`src/hw/rtl/imhq_pkg.sv`:
```
// Package for the indexed min-heap queue: sizes, status codes, command/status structs.
// Used by imhq_ctrl, imhq_dp and indexed_min_heap_queue; depends on nothing.
package imhq_pkg;
	localparam int unsigned CAPACITY_DEF = 256;
	localparam int unsigned ID_COUNT_DEF = 256;
	localparam int unsigned ID_W = 8;
	localparam int unsigned KEY_W = 32;
	localparam int unsigned STATUS_W = 3;
	localparam int unsigned COUNT_W = 9;

	localparam logic [STATUS_W-1:0] ST_INSERTED = 3'd0;
	localparam logic [STATUS_W-1:0] ST_UPDATED = 3'd1;
	localparam logic [STATUS_W-1:0] ST_REMOVED = 3'd2;
	localparam logic [STATUS_W-1:0] ST_EMPTY = 3'd3;
	localparam logic [STATUS_W-1:0] ST_FULL = 3'd4;

	// Datapath commands issued by the controller.
	localparam logic [3:0] CMD_NONE = 4'd0;
	localparam logic [3:0] CMD_LATCH = 4'd1;
	localparam logic [3:0] CMD_RD_ROOT = 4'd2;
	localparam logic [3:0] CMD_POP = 4'd3;
	localparam logic [3:0] CMD_INSERT = 4'd4;
	localparam logic [3:0] CMD_UPDATE = 4'd5;
	localparam logic [3:0] CMD_RD_PAIR = 4'd6;
	localparam logic [3:0] CMD_SWAP = 4'd7;
	localparam logic [3:0] CMD_RD_KIDS = 4'd8;
	localparam logic [3:0] CMD_RD_LOOK = 4'd9;
	localparam logic [3:0] CMD_RD_LAST = 4'd10;
	localparam logic [3:0] CMD_SWAP_DN = 4'd11;
	localparam logic [3:0] CMD_RD_RKID = 4'd12;

	typedef struct packed {
		logic [3:0] op;
	} imhq_cmd_t;

	typedef struct packed {
		logic is_remove;
		logic id_bad;
		logic present;
		logic empty;
		logic full;
		logic up_swap;
		logic at_root;
		logic has_left;
		logic has_right;
		logic left_better;
		logic right_better;
		logic count_zero;
	} imhq_stat_t;
endpackage

```
`src/hw/rtl/imhq_ctrl.sv`:
```
// Controller of the indexed min-heap queue: sequences reads, swaps and sift loops,
// and owns the input/output handshake. Depends on imhq_pkg.
module imhq_ctrl (
	input  logic                          clk,
	input  logic                          arst_n,
	input  logic                          in_valid,
	output logic                          in_ready,
	output logic                          out_valid,
	input  logic                          out_ready,
	input  imhq_pkg::imhq_stat_t          stat,
	output imhq_pkg::imhq_cmd_t           cmd,
	output logic [imhq_pkg::STATUS_W-1:0] status_q
);
	localparam logic [3:0] S_IDLE = 4'd0;
	localparam logic [3:0] S_DEC = 4'd1;
	localparam logic [3:0] S_LAST = 4'd2;
	localparam logic [3:0] S_POP = 4'd3;
	localparam logic [3:0] S_UPRD = 4'd4;
	localparam logic [3:0] S_UPCMP = 4'd5;
	localparam logic [3:0] S_DNRD = 4'd6;
	localparam logic [3:0] S_DNRR = 4'd7;
	localparam logic [3:0] S_DNCMP = 4'd8;
	localparam logic [3:0] S_DONE = 4'd9;
	localparam logic [3:0] S_SLOT = 4'd10;

	logic [3:0] state_q, state_d;
	logic [imhq_pkg::STATUS_W-1:0] status_d;
	logic up_then_down_q, up_then_down_d;

	assign in_ready = (state_q == S_IDLE) && !out_valid;

	always_comb begin
		state_d = state_q;
		status_d = status_q;
		up_then_down_d = up_then_down_q;
		cmd.op = imhq_pkg::CMD_NONE;
		case (state_q)
			S_IDLE: begin
				if (in_valid && in_ready) begin
					cmd.op = imhq_pkg::CMD_LATCH;
					state_d = S_SLOT;
				end
			end
			S_SLOT: begin
				// Slot memory read of the latched id is registered here, ready for S_DEC.
				state_d = S_DEC;
			end
			S_DEC: begin
				if (stat.is_remove) begin
					if (stat.empty) begin
						status_d = imhq_pkg::ST_EMPTY;
						state_d = S_DONE;
					end else begin
						cmd.op = imhq_pkg::CMD_RD_ROOT;
						status_d = imhq_pkg::ST_REMOVED;
						state_d = S_LAST;
					end
				end else if (stat.id_bad) begin
					status_d = imhq_pkg::ST_FULL;
					state_d = S_DONE;
				end else if (stat.present) begin
					cmd.op = imhq_pkg::CMD_UPDATE;
					status_d = imhq_pkg::ST_UPDATED;
					up_then_down_d = 1'b1;
					state_d = S_UPRD;
				end else if (stat.full) begin
					status_d = imhq_pkg::ST_FULL;
					state_d = S_DONE;
				end else begin
					cmd.op = imhq_pkg::CMD_INSERT;
					status_d = imhq_pkg::ST_INSERTED;
					up_then_down_d = 1'b0;
					state_d = S_UPRD;
				end
			end
			S_LAST: begin
				cmd.op = imhq_pkg::CMD_RD_LAST;
				state_d = S_POP;
			end
			S_POP: begin
				cmd.op = imhq_pkg::CMD_POP;
				state_d = S_DNRD;
			end
			S_UPRD: begin
				if (stat.at_root) begin
					state_d = up_then_down_q ? S_DNRD : S_DONE;
				end else begin
					cmd.op = imhq_pkg::CMD_RD_PAIR;
					state_d = S_UPCMP;
				end
			end
			S_UPCMP: begin
				if (stat.up_swap) begin
					cmd.op = imhq_pkg::CMD_SWAP;
					state_d = S_UPRD;
				end else begin
					state_d = up_then_down_q ? S_DNRD : S_DONE;
				end
			end
			S_DNRD: begin
				if (stat.count_zero || !stat.has_left) begin
					state_d = S_DONE;
				end else begin
					cmd.op = imhq_pkg::CMD_RD_KIDS;
					state_d = S_DNRR;
				end
			end
			S_DNRR: begin
				cmd.op = imhq_pkg::CMD_RD_RKID;
				state_d = S_DNCMP;
			end
			S_DNCMP: begin
				if (stat.left_better || stat.right_better) begin
					cmd.op = imhq_pkg::CMD_SWAP_DN;
					state_d = S_DNRD;
				end else begin
					state_d = S_DONE;
				end
			end
			S_DONE: begin
				state_d = S_IDLE;
			end
			default: state_d = S_IDLE;
		endcase
	end

	always_ff @(posedge clk or negedge arst_n) begin
		if (!arst_n) begin
			state_q <= S_IDLE;
			status_q <= imhq_pkg::ST_INSERTED;
			up_then_down_q <= 1'b0;
			out_valid <= 1'b0;
		end else begin
			state_q <= state_d;
			status_q <= status_d;
			up_then_down_q <= up_then_down_d;
			if (state_q == S_DONE) begin
				out_valid <= 1'b1;
			end else if (out_ready) begin
				out_valid <= 1'b0;
			end
		end
	end

`ifndef SYNTHESIS
	a_no_accept_busy: assert property (@(posedge clk) disable iff (!arst_n)
		(state_q != S_IDLE) |-> !in_ready)
		else $error("input accepted while busy");
	a_done_raises_valid: assert property (@(posedge clk) disable iff (!arst_n)
		(state_q == S_DONE) |=> out_valid)
		else $error("result not presented after completion");
	a_accept_leaves_idle: assert property (@(posedge clk) disable iff (!arst_n)
		(in_valid && in_ready) |=> (state_q == S_SLOT))
		else $error("accepted beat did not start work");
`endif
endmodule
```
`config.mk`:
```
export PLATFORM = sky130hd
export DESIGN_NAME = imhq_ctrl
export DESIGN_NICKNAME = d
export VERILOG_FILES = /design/src/hw/rtl/imhq_pkg.sv /design/src/hw/rtl/imhq_ctrl.sv
export SDC_FILE = /design/constraint.sdc
export NUM_CORES = 1
export LEC_CHECK = 0
export ABC_CLOCK_PERIOD_IN_PS = 1850
export BUFFER_PORTS_ARGS = -buffer_cell sky130_fd_sc_hd__buf_4
export CORE_MARGIN = 8
export CORE_UTILIZATION = 49
export DETAILED_ROUTE_END_ITERATION = 10
export PLACE_DENSITY = 0.78
export SYNTH_ARGS = -nofsm -noshare
export SYNTH_HDL_FRONTEND = slang
export SYNTH_SLANG_ARGS = --single-unit
```
`constraint.sdc`:
```
create_clock -name clk -period 1.85 [get_ports clk]
set_input_delay 0.0925 -clock clk [delete_from_list [all_inputs] [get_ports clk]]
set_output_delay 0.0925 -clock clk [all_outputs]
set_load 0.02 [all_outputs]
```
* After elaboration in Yosys (flattened, before gate mapping)
Cells that the tools add are included.
Operators by class: muxes and demuxes 32, equal/unequal tests 12, bitwise operators 2, reduce and logical (&&, ||, !) cells 9
Operator list (count):
- $mux 4 | 14
- $pmux 4 s10 | 1
- $pmux 4 s9 | 1
- $mux 3 | 9
- $eq 4x3->1 const B | 4
- $eq 4x4->1 const B | 3
- $eq 4x2->1 const B | 2
- $mux 1 | 6
- $eq 4x1->1 const B | 1
- $logic_not 4->1 | 1
- $ne 2x1->1 const B | 2
- $reduce_and 4->1 | 1
- $logic_and 1x1->1 | 2
- $logic_not 1->1 | 2
- $logic_or 1x1->1 | 2
- $mux 2 | 1
- $not 1->1 | 2
- $reduce_bool 2->1 | 1
Storage, ports and cells: register bits after elaboration 9, input bits 16, logic and storage cells 59, output and inout port bits 9

* Logic depth before layout (Yosys ltp)
Gate-level depths: netlist of run 1.
depth in word-level cells 5, depth in mapped cells 6, gate-level depth less buffers 4

* Worst setup path after synthesis of run 1
No wires, ideal clock.
path type register -> output, start register state_q[2], end output port cmd[0] (netlist bit), required time 1.757 ns, cell stages (with the launch flop) 6, slack 0.255 ns, buffers on the path 2, data arrival time 1.503 ns, cells stage by stage dfrtp_1 -> buf_6 -> or4b_4 -> buf_6 -> nor3_2 -> a211o_1
RTL lines:
- from (decl) | RTL line imhq_ctrl.sv:26 | logic [3:0] state_q, state_d;
- from (signal assigned) | RTL line imhq_ctrl.sv:134 | state_q <= state_d;
- to (decl) | RTL line imhq_ctrl.sv:11 | output imhq_pkg::imhq_cmd_t cmd,

==> qor.yml, run 1 <==
status: "completed"
start_util: 0.5136
synth_edf_count: 0
numPortBuffers: 23
drc: 0
gp_congestion: 0.9346
diodes: 0
async_flop_share: 1.000
wl_met3_um: 206
slew_headroom: 0.7308
core_area_um2: 1471
synth_area_per_cell_um2: 7.791
p_leak_nw: 0.4621
multiInputGateArea_um2: 496.7
ys_types: 37
dr.max_layer_used: "met4"
irDropWorstVdd_mv: 1.058
yosysWarnings: 0
viasPerCell: 5.820
cts_tree: "built"
track_usage: 0.1214
overflow: 0
area_growth_pct: 32.78
die-width_um: 55.27
antenna_found_initial: 0
grt_max_degree: 19
grt_pass1_vias: 758
finalCritPeriodShare: 0.9528
ant_nets: 0
clock_path_buffers: 2
skew_ns: 0.005053
ys.flop_type: "dfrtp_1"
first_pass_iters: 4
critPathMaxFanout: 4
cts_buffers: 3
nNetsFinal: 140
fin_util: 0.6820
ys_seq_area_frac: 0.2980
synthTopCellsByCount: "dfrtp_1 (9), nand2_1 (9), o21ai_0 (9)"
register_area_um2: 225.2
tightestPinTransition_ns: 0.3982
clk_latency_ns: 0.26
hold_viol_final: 0
grt_pass1_wl_um: 3180
htree_levels: 1
drt_iter0_drc: 15
yosys.area.top_type: "dfrtp_1"
m1WireLength_um: 788
cp-start-kind: "flip-flop"
clk_pin_slew_ns: 0.06
pin_count: 25
die_area_um2: 3055
synth-seq-cells: 9
cap_violations: 0
die_h_um: 55.27
fillers: 124
hold_class: "in2reg"
drive_gt1_frac: 0.3171
synthTopCellsByArea: "dfrtp_1 (30%), nor2b_1 (6.6%), o21ai_0 (6.0%)"
cp-end-kind: "output pin"
post_drt_wl_per_cell_um: 13.89
num_rows: 14
crit_type: "reg2out"
synth.top_cell.area_share: 0.2980
arrival_ns: 1.67
setup_viol: 0
slew_violations: 0
dr_wl_met2_um: 918
grt_setup_unrepaired: "false"
synth_nets: 113
max_freq_ghz: 0.5673
syn_inst: 97
period_needed_ns: 1.763
via_count: 809
hpwl_um: 1496
power.density_nw_per_um2: 1630
worstPathRequired_ns: 1.76
power_mw: 1.635
finalSetupTns_ns: 0
cts-root-buf: "clkbuf_4"
synth_area_um2: 755.7
cts.sinks: 9
routed_wl_um: 1931
[metrics by stage]
step	cell area [um2]	std cells	hold WS (ns)	setup slack, ns
4_1_cts	979.7	138	0.03455	0.01076
3_5_place_dp	933.4	133	-0.07868	0.2756
5_1_grt	1003	139	0.01659	0.006060
2_1_floorplan	755.7	97	-0.2031	0.2546
3_3_place_gp	933.4	133	-0.08180	0.2786
6_report	1003	139	0.03385	0.08734
[cells by family (layout without fill, tap and decap cells)]
logic type,after synthesis,in the layout,synth area share
mux,1,1,0.01325
buf+inv,10,36,0.07450
compound gates,30,30,0.2533
flops,9,9,0.2980
simple gates,47,47,0.3610
[per-layer routing]
| layer | vias to the layer above | track usage |
|---|---|---|
| met4 | 0 | 0.03169 |
| li1 | 395 | - |
| met3 | 2 | 0.06849 |
| met2 | 39 | 0.1907 |
| met5 | - | 0 |
| met1 | 373 | 0.1376 |
[layout make-up]
class / count / share of cell area
Sequential cell: 9 / 0.2244
Timing Repair Buffer: 29 / 0.2232
Tap cell: 16 / 0.01995
Multi-Input combinational cell: 78 / 0.4950
Clock buffer: 4 / 0.02618
Inverter: 3 / 0.01122
[what timing repair did]
action                     4_1_cts  5_1_grt
resized for setup                2        5
buffers inserted                 0        1
setup endpoints to repair        2        3
pin swaps                        0        3
hold endpoints to repair         9        0
hold buffers                     1        0
[worst max-delay path: stages, from the launching register on]
cell	delay, ns
dfrtp_1	0.38
or4b_4	0.59
nor3_4	0.18
a211o_1	0.12
buf_4	0.13
[where the power goes]
part | total, mW | switching [mW] | internal [mW]
clock network | 0.148 | 0.0653 | 0.0829
registers | 0.349 | 0.0623 | 0.287
logic | 1.14 | 0.630 | 0.508
total | 1.64 | 0.757 | 0.878
[placed cells by master, fill, tap and decap left out, types with 2 or more instances in the layout]
cell type,Yosys,routed
a211o_1,2,2
a21oi_1,8,7
buf_4,0,27
clkbuf_4,0,3
dfrtp_1,9,9
inv_1,3,3
nand2_1,9,9
nand2b_1,6,6
nand3_1,2,2
nor2_1,8,8
nor2b_1,8,8
nor4_1,2,2
o21a_1,2,2
o21ai_0,9,8
o31ai_1,2,2
[worst paths after layout]
check,startpoint,to,slack [ns],cells after the start
max in group asynchronous,arst_n,state_q[1],1.53,2
min reg2reg,status_q[1],status_q[1],0.48,2
max,state_q[2],cmd[0],0.09,4
min,out_ready,out_valid,0.03,2
min in group asynchronous,arst_n,state_q[2],0.19,2
max reg2reg,state_q[2],state_q[3],0.24,5
[state kept, by name (all words and copies together) (netlist names)]
name            flops
state_q             4
status_q            3
out_valid           1
up_then_down_q      1
(Power assumes the default switching activity.)
==> inputs of run 2 (changes only) <==
- SETUP_SLACK_MARGIN: default -> 0.15
==> run 2 against run 1 <==
  * Sequential cell count stayed put
  * First-iteration DRC count is 6.7% higher
  * Register-to-register slack hardly changed
==> qor.yml, run 2 (synthesized netlist as in run 1, its figures left out) <==
drc: 0  # unchanged
reg2reg_to: "state_q[3]"  # unchanged
htree_levels: 1  # unchanged
core_area_um2: 1471  # unchanged
min_to: "out_valid"  # unchanged
post_drt_wl_per_cell_um: 14.09  # was 13.89 um
die-width_um: 55.27  # unchanged
placed_area_um2: 933.4  # unchanged
track_usage: 0.1242  # was 0.1214
skew_ns: 0.004919  # was 0.005053 ns
via_count: 829  # was 809
pin_count: 25  # unchanged
status: "completed"  # unchanged
instances_no_fill: 142  # was 139
clk_latency_ns: 0.26  # about the same
cts-root-buf: "clkbuf_4"  # unchanged
antenna_found_initial: 0  # unchanged
hold_class: "in2reg"  # unchanged
area_growth_pct: 39.40  # was 32.78%
cp-start-kind: "flip-flop"  # unchanged
largestRegisters: "state_q (4), status_q (3)"  # unchanged
min_path_cells: 2  # unchanged
finalSetupTns_ns: 0  # unchanged
wl_met3_um: 213  # was 206 um
drive_gt1_frac: 0.3571  # was 0.3171
hold_viol_final: 0  # unchanged
worstPathRequired_ns: 1.76  # about the same
grt_pass1_vias: 771  # was 758
ff2ff_path_depth: 6  # was 5
crit_type: "reg2out"  # unchanged
pre_cts_ws_ns: 0.2756  # unchanged
viasPerCell: 5.838  # was 5.820
ant_nets: 0  # unchanged
hpwl_um: 1496  # unchanged
first_pass_iters: 4  # unchanged
dr_wl_met2_um: 919  # was 918 um
fillers: 113  # was 124
die_h_um: 55.27  # unchanged
cap_violations: 0  # unchanged
cts.sinks: 9  # unchanged
die_area_um2: 3055  # unchanged
dr.max_layer_used: "met4"  # unchanged
dp.cells: 133  # unchanged
grt_pass1_wl_um: 3236  # was 3180 um
p_leak_nw: 0.4836  # was 0.4621 nW
largest_register_ff_count: 4  # unchanged
irDropWorstVdd_mv: 1.045  # was 1.058 mV
r2r_start: "state_q[2]"  # unchanged
gp_congestion: 0.9346  # unchanged
fin_util: 0.7160  # was 0.6820
tightestPinTransition_ns: 0.3679  # was 0.3982 ns
arrival_ns: 1.66  # was 1.67 ns
finalCritPeriodShare: 0.9474  # was 0.9528
layout_setup_ws_ns: 0.09731  # was 0.08734 ns
reg2reg_setup_slack_ns: 0.24  # about the same
hold_start: "out_ready"  # unchanged
nNetsFinal: 143  # was 140
stdcell_area_um2: 1054  # was 1003 um2
clock_path_buffers: 2  # unchanged
slew_headroom: 0.7531  # was 0.7308
cts_buffers: 3  # unchanged
drt_iter0_drc: 16  # was 15
period_needed_ns: 1.753  # was 1.763 ns
largest_register: "state_q"  # unchanged
diodes: 0  # unchanged
slew_violations: 0  # unchanged
final_common_cell: "buf_4"  # unchanged
routed_wl_um: 2001  # was 1931 um
critPathMaxFanout: 4  # unchanged
cp-end-kind: "output pin"  # unchanged
grt_max_degree: 19  # unchanged
clk_pin_slew_ns: 0.06  # about the same
power.density_nw_per_um2: 1630  # about the same
max_freq_ghz: 0.5706  # was 0.5673 GHz
grt_setup_unrepaired: "true"  # was false
layout_common_cells: "buf_4 (28), nand2_1 (9), dfrtp_1 (9)"  # was buf_4 (27), nand2_1 (9), dfrtp_1 (9)
m1WireLength_um: 838  # was 788 um
overflow: 0  # unchanged
cts_tree: "built"  # unchanged
num_rows: 14  # unchanged
start_util: 0.5136  # unchanged
setup_viol: 0  # unchanged
numPortBuffers: 23  # unchanged
==> run 2: report_power, final <==
group	switching [mW]	total [mW]	internal [mW]
sequential	0.0625	0.350	0.287
clock	0.0667	0.150	0.0830
combinational	0.667	1.22	0.551
total	0.796	1.72	0.921
==> run 2: repair_timing <==
| action | 4_1_cts | 5_1_grt |
|---|---|---|
| pin swaps | 4 | 3 |
| setup endpoints to repair | 3 | 4 |
| gates resized for setup | 5 | 9 |
| setup buffers | 3 | 1 |
| hold endpoints to repair | 9 | 0 |
| hold buffers | 1 | 0 |
==> run 2: worst max path at each step <==
stage | from | end | cells after the start
after floorplan | state_q[2] | cmd[0] | 5
after global placement | state_q[3] | cmd[0] | 4
after detailed placement | state_q[3] | cmd[0] | 4
after CTS | state_q[2] | cmd[2] | 5
after global routing | state_q[1] | cmd[1] | 6
final | state_q[3] | cmd[0] | 4
==> run 2: area by class of cell <==
cell class	count	area [um2]	share of cell area
sequential	9	225.2	0.2138
clock buffer	4	26.28	0.02494
inverter	3	11.26	0.01069
timing repair buffer	32	254.0	0.2411
tap	16	20.02	0.01900
multi-input combinational	78	516.7	0.4905
==> run 2: metrics by stage <==
step,power [mW],hold WS [ns]
6_report,1.717,0.02991
2_1_floorplan,1.102,-0.2031
5_1_grt,1.848,0.01686
3_3_place_gp,1.417,-0.08180
4_1_cts,1.636,0.03455
3_5_place_dp,1.433,-0.07868
==> run 2: worst max-delay path: stages, from the launching register on <==
cell	delay [ns]
dfrtp_1	0.38
or4b_4	0.60
nor3_4	0.17
a211o_1	0.13
buf_6	0.11
==> run 2: metal layers <==
metal  track usage  up-vias
met4       0.03521        0
met1        0.1389      372
met2        0.1971       42
li1              -      411
met5             0        -
met3       0.06849        4
